===== config.mk =====
export PLATFORM = sky130hd
export DESIGN_NAME = multilevel_feedback_queue_scheduler
export DESIGN_NICKNAME = d
export VERILOG_FILES = /design/src/hdl/mlfq_pkg.sv /design/src/hdl/multilevel_feedback_queue_scheduler.sv /design/src/hdl/mlfq_outbuf.sv
export VERILOG_INCLUDE_DIRS = /design/src /design/src/hdl
export SDC_FILE = /design/constraint.sdc
export NUM_CORES = 2
export LEC_CHECK = 0
export BUFFER_PORTS_ARGS = -buffer_cell sky130_fd_sc_hd__buf_2
export CAP_MARGIN = 20
export CORE_MARGIN = 2
export CORE_UTILIZATION = 50
export CTS_CLUSTER_DIAMETER = 50
export CTS_CLUSTER_SIZE = 28
export DETAILED_ROUTE_END_ITERATION = 8
export PLACE_DENSITY_LB_ADDON = 0.15
export SLEW_MARGIN = 10
export SYNTH_ARGS = -nofsm -noshare
export SYNTH_HDL_FRONTEND = slang
export SYNTH_SLANG_ARGS = --single-unit

===== constraint.sdc =====
create_clock -name clk -period 8.97 [get_ports clk]
set_input_delay 1.794 -clock clk [delete_from_list [all_inputs] [get_ports clk]]
set_output_delay 1.794 -clock clk [all_outputs]
set_load 0.05 [all_outputs]

===== src/hdl/assert_macros.svh =====
// Assertion helpers used by the scheduler module.
`ifndef ASSERT_MACROS_SVH
`define ASSERT_MACROS_SVH

// Check an implication on every clock edge outside reset.
`define ASSERT_IMPL(label, clk, rst_n, ante, cons, msg) \
    label: assert property (@(posedge clk) disable iff (!rst_n) (ante) |-> (cons)) \
        else $error(msg);

// Check that the consequent holds in the cycle after the antecedent.
`define ASSERT_NEXT(label, clk, rst_n, ante, cons, msg) \
    label: assert property (@(posedge clk) disable iff (!rst_n) (ante) |=> (cons)) \
        else $error(msg);

`endif


===== src/hdl/mlfq_pkg.sv =====
`default_nettype none
package mlfq_pkg;
    localparam int MAX_TASKS = 16;
    localparam int TW = $clog2(MAX_TASKS);
    localparam int LW = TW + 1;
    localparam logic [LW-1:0] NIL = LW'(MAX_TASKS);

    localparam logic [2:0] EV_NONE     = 3'd0;
    localparam logic [2:0] EV_DISPATCH = 3'd1;
    localparam logic [2:0] EV_FINISH   = 3'd2;
    localparam logic [2:0] EV_BLOCK    = 3'd3;
    localparam logic [2:0] EV_DEMOTE   = 3'd4;
    localparam logic [2:0] EV_ADMIT    = 3'd5;
    localparam logic [2:0] EV_REJECT   = 3'd6;

    localparam logic [1:0] ST_FREE    = 2'd0;
    localparam logic [1:0] ST_READY   = 2'd1;
    localparam logic [1:0] ST_RUNNING = 2'd2;
    localparam logic [1:0] ST_BLOCKED = 2'd3;

    localparam logic [1:0] BLK_LIST = 2'd3;

    localparam logic CFG_Q0 = 1'b0;
    localparam logic CFG_Q1 = 1'b1;

    typedef struct packed {
        logic [2:0]    event_code;
        logic [TW-1:0] event_task;
        logic          cpu_busy;
        logic [TW-1:0] running_task;
        logic [4:0]    woken_count;
        logic          any_active;
    } result_t;

    // Packed from the top bit down, so req_type sits in bit 0
    typedef struct packed {
        logic [7:0]  priority_level;
        logic [15:0] io_duration;
        logic [15:0] burst_length;
        logic [15:0] cpu_demand;
        logic [3:0]  task_id;
        logic        req_type;
    } request_t;
endpackage
`default_nettype wire


===== src/hdl/multilevel_feedback_queue_scheduler.sv =====
// Three-level feedback scheduler over 16 task slots.
// s_axis: one request per transaction. tuser = req_type (0 admit, 1 tick),
//   tdata = task_id, cpu_demand, burst_length, io_duration, priority_level.
// m_axis: exactly one result per request in tdata.
// cfg: write quantum_level0 (index 0) or quantum_level1 (index 1).
// Steps: a rejected admit goes straight to its result; an accepted admit
//   walks level 0 for its insert point (at most 16 entries), then links it.
//   A tick reads and updates each blocked-list entry and appends each task
//   it wakes, then runs the CPU step, plus a dispatch or tail-append step
//   when a task is dispatched, blocks or is demoted. Each request is
//   finished before the next one is taken.
// s_axis_tready is low while a request is in progress and while a
//   finished result waits in the output register with tready low.
// Reset: all slots free, all lists empty, no task running, quanta 6 and 12.
// Downstream stall: the result is held; the next request is still taken
//   once the output register has been emptied or is being drained.
`default_nettype none
`include "assert_macros.svh"
module multilevel_feedback_queue_scheduler
(
    input  wire logic        clk,
    input  wire logic        rst_n,
    input  wire logic        s_axis_tvalid,
    output logic             s_axis_tready,
    // tdata: task_id[3:0], cpu_demand[19:4], burst_length[35:20],
    //        io_duration[51:36], priority_level[59:52], zero[63:60]
    input  wire logic [63:0] s_axis_tdata,
    // tuser: req_type[0]
    input  wire logic        s_axis_tuser,
    output logic             m_axis_tvalid,
    input  wire logic        m_axis_tready,
    // tdata: event_code[2:0], event_task[6:3], cpu_busy[7], running_task[11:8],
    //        woken_count[16:12], any_active[17], zero[23:18]
    output logic [23:0]      m_axis_tdata,
    input  wire logic        cfg_valid,
    output logic             cfg_ready,
    input  wire logic        cfg_index,
    input  wire logic [15:0] cfg_data
);
    localparam int TW = mlfq_pkg::TW;
    localparam int LW = mlfq_pkg::LW;
    localparam int N  = mlfq_pkg::MAX_TASKS;

    typedef enum logic [3:0] {
        S_IDLE, S_ADM_WALK, S_ADM_LINK, S_AGE_RD, S_AGE_UPD, S_AGE_APP,
        S_CPU, S_CPU_APP, S_DISPATCH, S_DONE
    } state_t;

    state_t state_reg;

    // per-slot tables (undefined until admitted; status resets to free)
    logic [15:0] remaining_mem [N];
    logic [15:0] burst_lim_mem [N];
    logic [15:0] io_lim_mem    [N];
    logic [7:0]  key_mem       [N];
    logic [15:0] burst_prog_mem[N];
    logic [15:0] io_prog_mem   [N];
    logic [1:0]  origin_mem    [N];
    logic [LW-1:0] link_mem    [N];
    logic [1:0]  status_reg [N];

    logic [LW-1:0] head_reg [4];
    logic [LW-1:0] tail_reg [4];
    logic [LW-1:0] cur_task_reg;
    logic [15:0]   slice_reg;
    logic [15:0]   q0_reg, q1_reg;

    mlfq_pkg::request_t req_reg;
    logic [LW-1:0] prev_reg, walk_reg, nxt_reg;
    logic [4:0]    woken_reg, guard_reg;
    logic [2:0]    code_reg;
    logic [TW-1:0] etask_reg;
    logic [1:0]    app_list_reg;
    logic [TW-1:0] app_task_reg;
    state_t        ret_reg;

    logic          out_full, out_load;
    mlfq_pkg::result_t res;

    logic take;
    logic blk_hit;
    logic [TW-1:0] wt, ct, rid;
    logic [15:0] io_inc, rem_dec, bp_inc, slice_inc, qsel;

    assign take = s_axis_tvalid && s_axis_tready;
    assign s_axis_tready = (state_reg == S_IDLE) && !out_full;
    assign cfg_ready = 1'b1;
    assign wt  = walk_reg[TW-1:0];
    assign ct  = cur_task_reg[TW-1:0];
    assign rid = req_reg.task_id[TW-1:0];
    assign io_inc = (io_prog_mem[wt] != 16'hFFFF) ? io_prog_mem[wt] + 16'd1
                                                 : io_prog_mem[wt];
    assign rem_dec = (remaining_mem[ct] != 16'd0) ? remaining_mem[ct] - 16'd1 : 16'd0;
    assign bp_inc = burst_prog_mem[ct] + 16'd1;
    assign slice_inc = slice_reg + 16'd1;
    assign qsel = (origin_mem[ct] == 2'd0) ? q0_reg :
                  (origin_mem[ct] == 2'd1) ? q1_reg : 16'd0;
    assign blk_hit = (rem_dec != 16'd0) && (burst_lim_mem[ct] != 16'd0) &&
                     (bp_inc == burst_lim_mem[ct]);

    always_comb
    begin
        res.event_code   = code_reg;
        res.event_task   = etask_reg;
        res.cpu_busy     = cur_task_reg != mlfq_pkg::NIL;
        res.running_task = res.cpu_busy ? ct : '0;
        res.woken_count  = woken_reg;
        res.any_active   = res.cpu_busy || head_reg[0] != mlfq_pkg::NIL ||
                           head_reg[1] != mlfq_pkg::NIL || head_reg[2] != mlfq_pkg::NIL ||
                           head_reg[3] != mlfq_pkg::NIL;
    end
    assign out_load = (state_reg == S_DONE);

    // Sequencer: steps through each request, updating the slot tables and lists
    always_ff @(posedge clk or negedge rst_n)
    begin
        if (!rst_n)
        begin
            state_reg <= S_IDLE;
            for (int i = 0; i < N; i++) status_reg[i] <= mlfq_pkg::ST_FREE;
            for (int l = 0; l < 4; l++)
            begin
                head_reg[l] <= mlfq_pkg::NIL;
                tail_reg[l] <= mlfq_pkg::NIL;
            end
            cur_task_reg <= mlfq_pkg::NIL;
            slice_reg <= '0;
            q0_reg <= 16'd6;
            q1_reg <= 16'd12;
            code_reg <= mlfq_pkg::EV_NONE;
            etask_reg <= '0;
            woken_reg <= '0;
            ret_reg <= S_IDLE;
        end
        else
        begin
            if (cfg_valid)
            begin
                if (cfg_index == mlfq_pkg::CFG_Q0) q0_reg <= cfg_data;
                else q1_reg <= cfg_data;
            end
            case (state_reg)
                S_IDLE:
                begin
                    if (take)
                    begin
                        req_reg <= {s_axis_tdata[59:0], s_axis_tuser};
                        woken_reg <= '0;
                        etask_reg <= s_axis_tuser ? '0 : s_axis_tdata[TW-1:0];
                        if (!s_axis_tuser)
                        begin
                            if (status_reg[s_axis_tdata[TW-1:0]] != mlfq_pkg::ST_FREE)
                            begin
                                code_reg <= mlfq_pkg::EV_REJECT;
                                state_reg <= S_DONE;
                            end
                            else
                            begin
                                code_reg <= mlfq_pkg::EV_NONE;
                                prev_reg <= mlfq_pkg::NIL;
                                walk_reg <= head_reg[0];
                                guard_reg <= '0;
                                state_reg <= S_ADM_WALK;
                            end
                        end
                        else
                        begin
                            code_reg <= mlfq_pkg::EV_NONE;
                            prev_reg <= mlfq_pkg::NIL;
                            walk_reg <= head_reg[mlfq_pkg::BLK_LIST];
                            guard_reg <= '0;
                            state_reg <= S_AGE_RD;
                        end
                    end
                end
                // Walk level 0 for the insert point
                S_ADM_WALK:
                begin
                    if (walk_reg != mlfq_pkg::NIL && guard_reg < 5'(N) &&
                        key_mem[wt] <= req_reg.priority_level)
                    begin
                        prev_reg <= walk_reg;
                        walk_reg <= link_mem[wt];
                        guard_reg <= guard_reg + 5'd1;
                    end
                    else
                    begin
                        state_reg <= S_ADM_LINK;
                    end
                end
                S_ADM_LINK:
                begin
                    remaining_mem[rid] <= req_reg.cpu_demand;
                    burst_lim_mem[rid] <= req_reg.burst_length;
                    io_lim_mem[rid] <= req_reg.io_duration;
                    key_mem[rid] <= req_reg.priority_level;
                    burst_prog_mem[rid] <= '0;
                    io_prog_mem[rid] <= '0;
                    origin_mem[rid] <= 2'd0;
                    status_reg[rid] <= mlfq_pkg::ST_READY;
                    link_mem[rid] <= walk_reg;
                    if (prev_reg == mlfq_pkg::NIL) head_reg[0] <= LW'(rid);
                    else link_mem[prev_reg[TW-1:0]] <= LW'(rid);
                    if (walk_reg == mlfq_pkg::NIL) tail_reg[0] <= LW'(rid);
                    code_reg <= mlfq_pkg::EV_ADMIT;
                    state_reg <= S_DONE;
                end
                // Age the blocked list one entry per visit
                S_AGE_RD:
                begin
                    if (walk_reg != mlfq_pkg::NIL && guard_reg < 5'(N))
                    begin
                        nxt_reg <= link_mem[wt];
                        guard_reg <= guard_reg + 5'd1;
                        state_reg <= S_AGE_UPD;
                    end
                    else
                    begin
                        state_reg <= S_CPU;
                    end
                end
                S_AGE_UPD:
                begin
                    if (io_inc >= io_lim_mem[wt])
                    begin
                        if (prev_reg == mlfq_pkg::NIL) head_reg[mlfq_pkg::BLK_LIST] <= nxt_reg;
                        else link_mem[prev_reg[TW-1:0]] <= nxt_reg;
                        if (tail_reg[mlfq_pkg::BLK_LIST] == walk_reg)
                            tail_reg[mlfq_pkg::BLK_LIST] <= prev_reg;
                        status_reg[wt] <= mlfq_pkg::ST_READY;
                        io_prog_mem[wt] <= '0;
                        woken_reg <= woken_reg + 5'd1;
                        app_list_reg <= (origin_mem[wt] <= 2'd1) ? origin_mem[wt] : 2'd2;
                        app_task_reg <= wt;
                        ret_reg <= S_AGE_RD;
                        state_reg <= S_AGE_APP;
                    end
                    else
                    begin
                        io_prog_mem[wt] <= io_inc;
                        prev_reg <= walk_reg;
                        state_reg <= S_AGE_RD;
                    end
                    walk_reg <= nxt_reg;
                end
                // Append one slot at a list tail (shared by wake, block, demote)
                S_AGE_APP, S_CPU_APP:
                begin
                    link_mem[app_task_reg] <= mlfq_pkg::NIL;
                    if (head_reg[app_list_reg] == mlfq_pkg::NIL)
                        head_reg[app_list_reg] <= LW'(app_task_reg);
                    else
                        link_mem[tail_reg[app_list_reg][TW-1:0]] <= LW'(app_task_reg);
                    tail_reg[app_list_reg] <= LW'(app_task_reg);
                    state_reg <= (state_reg == S_AGE_APP) ? ret_reg : S_DONE;
                end
                S_CPU:
                begin
                    if (cur_task_reg == mlfq_pkg::NIL)
                    begin
                        // Pick the highest non-empty level
                        if (head_reg[0] != mlfq_pkg::NIL)
                        begin
                            walk_reg <= head_reg[0];
                            app_list_reg <= 2'd0;
                            state_reg <= S_DISPATCH;
                        end
                        else if (head_reg[1] != mlfq_pkg::NIL)
                        begin
                            walk_reg <= head_reg[1];
                            app_list_reg <= 2'd1;
                            state_reg <= S_DISPATCH;
                        end
                        else if (head_reg[2] != mlfq_pkg::NIL)
                        begin
                            walk_reg <= head_reg[2];
                            app_list_reg <= 2'd2;
                            state_reg <= S_DISPATCH;
                        end
                        else
                        begin
                            state_reg <= S_DONE;
                        end
                    end
                    else
                    begin
                        remaining_mem[ct] <= rem_dec;
                        burst_prog_mem[ct] <= blk_hit ? 16'd0 : bp_inc;
                        slice_reg <= slice_inc;
                        if (rem_dec == 16'd0)
                        begin
                            status_reg[ct] <= mlfq_pkg::ST_FREE;
                            cur_task_reg <= mlfq_pkg::NIL;
                            code_reg <= mlfq_pkg::EV_FINISH;
                            etask_reg <= ct;
                            state_reg <= S_DONE;
                        end
                        else if (blk_hit)
                        begin
                            status_reg[ct] <= mlfq_pkg::ST_BLOCKED;
                            cur_task_reg <= mlfq_pkg::NIL;
                            code_reg <= mlfq_pkg::EV_BLOCK;
                            etask_reg <= ct;
                            app_list_reg <= mlfq_pkg::BLK_LIST;
                            app_task_reg <= ct;
                            ret_reg <= S_DONE;
                            state_reg <= S_CPU_APP;
                        end
                        else if (qsel != 16'd0 && slice_inc == qsel)
                        begin
                            status_reg[ct] <= mlfq_pkg::ST_READY;
                            cur_task_reg <= mlfq_pkg::NIL;
                            code_reg <= mlfq_pkg::EV_DEMOTE;
                            etask_reg <= ct;
                            app_list_reg <= (origin_mem[ct] == 2'd0) ? 2'd1 : 2'd2;
                            app_task_reg <= ct;
                            ret_reg <= S_DONE;
                            state_reg <= S_CPU_APP;
                        end
                        else
                        begin
                            state_reg <= S_DONE;
                        end
                    end
                end
                // Dispatch: pop the chosen head and start it
                S_DISPATCH:
                begin
                    head_reg[app_list_reg] <= link_mem[wt];
                    if (link_mem[wt] == mlfq_pkg::NIL) tail_reg[app_list_reg] <= mlfq_pkg::NIL;
                    origin_mem[wt] <= app_list_reg;
                    status_reg[wt] <= mlfq_pkg::ST_RUNNING;
                    cur_task_reg <= walk_reg;
                    slice_reg <= '0;
                    code_reg <= mlfq_pkg::EV_DISPATCH;
                    etask_reg <= wt;
                    state_reg <= S_DONE;
                end
                S_DONE:
                begin
                    state_reg <= S_IDLE;
                end
                default:
                begin
                    state_reg <= S_IDLE;
                end
            endcase
        end
    end

    mlfq_outbuf u_outbuf
    (
        .clk           (clk),
        .rst_n         (rst_n),
        .load          (out_load),
        .load_data     (res),
        .full          (out_full),
        .m_axis_tvalid (m_axis_tvalid),
        .m_axis_tready (m_axis_tready),
        .m_axis_tdata  (m_axis_tdata)
    );

    `ASSERT_IMPL(a_busy_only_idle, clk, rst_n, s_axis_tready, state_reg == S_IDLE,
                 "input accepted while busy")
    `ASSERT_NEXT(a_done_loads, clk, rst_n, state_reg == S_DONE, m_axis_tvalid,
                 "result not presented")
    `ASSERT_IMPL(a_woken_bound, clk, rst_n, 1'b1, woken_reg <= 5'(N),
                 "woken count too large")
endmodule
`default_nettype wire


===== src/hdl/mlfq_outbuf.sv =====
`default_nettype none
module mlfq_outbuf
(
    input  wire logic              clk,
    input  wire logic              rst_n,
    input  wire logic              load,
    input  wire mlfq_pkg::result_t load_data,
    output logic                   full,
    output logic                   m_axis_tvalid,
    input  wire logic              m_axis_tready,
    output logic [23:0]            m_axis_tdata
);
    logic              valid_reg;
    mlfq_pkg::result_t data_reg;

    // Hold one result until the downstream transaction completes
    always_ff @(posedge clk or negedge rst_n)
    begin
        if (!rst_n)
        begin
            valid_reg <= 1'b0;
        end
        else if (load)
        begin
            valid_reg <= 1'b1;
        end
        else if (m_axis_tready)
        begin
            valid_reg <= 1'b0;
        end
    end

    always_ff @(posedge clk)
    begin
        if (load)
        begin
            data_reg <= load_data;
        end
    end

    assign full = valid_reg && !m_axis_tready;
    assign m_axis_tvalid = valid_reg;
    assign m_axis_tdata = {6'd0, data_reg.any_active, data_reg.woken_count,
                           data_reg.running_task, data_reg.cpu_busy,
                           data_reg.event_task, data_reg.event_code};
endmodule
`default_nettype wire


==> results.cfg <==
[run_status]
outcome = finished clean

[layout]
final_nets = 4640
seq_area_um2 = 52430
final_layout_size_suffix_gt1_frac = 0.2431
final_common_cell = edfxtp_1
instances_no_fill = 6683
final_cell_mix = edfxtp_1 (1624), mux4_2 (421), nand2_1 (229), o21ai_0 (204), nor2_1 (174)
multi_input_area_um2 = 21540
fin_area_um2 = 84180
num-fill-cells = 11439
syn2layout_area_growth_pct = 12.16

[placed_design]
postPlaceCellArea_um2 = 78360
dp_hpwl_mm = 105.7
place.port_buffers = 102
gp_congestion = 0.8702
dp_cells = 6372
preCtsSetupSlack_ns = 1.808

[timing]
tns_ns = 0
fin_skew_ns = 0.04049
finalHoldViolCount = 0
slew_violations = 0
slew_headroom = 0.3011
period_share = 0.8049
period_needed_ns = 7.220
clock.fmax_mhz = 138.5
rsz0062_at_grt = false
tightest_slew_ns = 1.045
layout_setup_ws_ns = 1.750
setup_viol_count_final = 0

[drt]
ant_nets = 0
drc = 0
avgViaCountPerCell = 6.224
drt-total-wl_mm = 183.9
num_vias = 41596
wire_per_inst_um = 27.52
drt-initial-drc-count = 4732
dr.pass1.iters = 6

[yosys]
synthArstFlopShare = 0.08023
syn-cell-area_um2 = 75060
yosysWarningCount = 0
synth_seq_area_share = 0.6983
avgSynthCellArea_um2 = 17.13
ys_ff_latch = 1770
synth_top_area_share = 0.6497
synth_cell_types = 89
synth_top_area_cell = edfxtp_1
ys.flop_type = edfxtp_1
synthTopCellsByArea = edfxtp_1 (65%), mux4_2 (13%), dfrtp_1 (4.4%)
synth_edf_count = 1624
netlist_instances = 4382

[die]
io_pins = 114
die_h_um = 391.4
fp-row-count = 142
core-area_um2 = 149400
die_w_um = 391.4
start_util = 0.5023
dieArea_um2 = 153200

[setup_path]
rrSetupSlack_ns = 1.75
cp_cell_sequence = buf_4 > mux4_2 > mux2_2 > and3_1 > o21ai_0 > nand2b_1 > or2_2 > nor3_1 > nor3_1 > and3_1 > xor2_1 > ha_1 > a21o_1 > a21o_1 > a21oi_1 > a31oi_1 > buf_4 > nand4_1 > and2_1 > or3_1 > o21ai_0
worst_ep_arrival_time_ns = 7.62
crit_path_max_fanout = 31
criticalPathCategory = flop to flop
start_kind = flop
critPathSlowestCell = dfxtp_4
slowest_delay_ns = 0.79
worstPathRequired_ns = 9.37
end_kind = flop

[cts]
clk_pin_slew_worst_paths_ns = 0.07
htreeDepth = 4
clockRootBuffer = clkbuf_16
clk_latency_ns = 0.81
holdBufCountCts = 0
clock_path_buffers = 3
cts_tree = built
clkSinkCount = 1770
numCtsBuffers = 163
cts_setup_buffers = 0
ctsResizeCount = 0

[pwr]
leakagePower_nw = 28.32
total_power_mw = 24.76
p_per_area_nw_per_um2 = 294.1
vdd_ir_drop_max_mv = 0.1947

[global_route]
grt_pass1_vias = 41106
grt_first_pass_wirelength_mm = 273.7
globalRouteOverflowTotal = 0
grt_usage = 0.2421
grt_max_degree = 78
antenna_found_initial = 7

[worst_hold_path]
min_path_type = flop to flop

[run]
drv_cap = 0
-- where the power goes --
group          switching, mW  internal (mW)  leakage, nW
registers              0.626           9.57         17.4
logic                   4.18           3.05         8.14
clock network           3.45           3.88         2.81
-- metrics by stage --
step	util	hold WS [ns]
after floorplan	-	0.4194
after global placement	0.5243	0.4344
after detailed placement	0.5244	0.4370
after CTS	0.5630	0.4464
after global routing	0.5633	0.4657
final	0.5634	0.4452
-- layout make-up --
class,count,share of cell area
flip-flops and latches,1770,0.6229
well taps,2016,0.02996
multi-input cells,2281,0.2559
diodes,3,0.00008918
clock inverters,131,0.01911
repair buffers,238,0.01943
inverters,69,0.003106
clock buffers,175,0.04948
-- critical path, delay by kind of cell (launching register included) --
kind	cells	cell delay, ns
and+or+nand+nor	9	2.56
buffers and inverters	2	0.55
AOI/OAI and AO/OA	6	1.55
adders and majority gates	1	0.29
DFF	1	0.79
xor gates and xnor gates	1	0.22
muxes	2	0.81
-- path summary, 6_finish.rpt --
path	from	end	depth (start not counted)
worst max-delay path	flop	link_mem[1][0]	21
worst min-delay path	code_reg[2]	u_outbuf.m_axis_tdata[2]	0
worst max register to register	flop	link_mem[1][0]	21
worst min register to register	code_reg[2]	u_outbuf.m_axis_tdata[2]	0
max in group asynchronous	rst_n	cur_task_reg[0]	2
min in group asynchronous	rst_n	q1_reg[5]	1
-- routing by layer --
metal	GRT usage	part of all wire	wire [µm]
met2	0.3788	0.48	87430
met5	0	0.000038	7
met4	0.05792	0.020	3755
met3	0.03650	0.070	12850
met1	0.3608	0.43	79860
-- cell usage after synthesis, drive strengths merged, types with 78 or more instances --
library cell	count
o21ai	220
clkbuf	164
mux2	79
nor3	83
mux4	423
edfxtp	1624
a21oi	151
nor2	208
dfrtp	132
buf	103
nand3	89
nand2	230
a22oi	78
-- cell families after synthesis --
family,share of synthesized area
DFF,0.6983
and+or+nand+nor,0.05696
AOI/OAI and AO/OA,0.06138
muxes,0.1483
buffers and inverters,0.02044
xor gates and xnor gates,0.009452
adders and majority gates,0.005001
other,0.0001001
No activity file was read; power rests on OpenSTA's default activity.
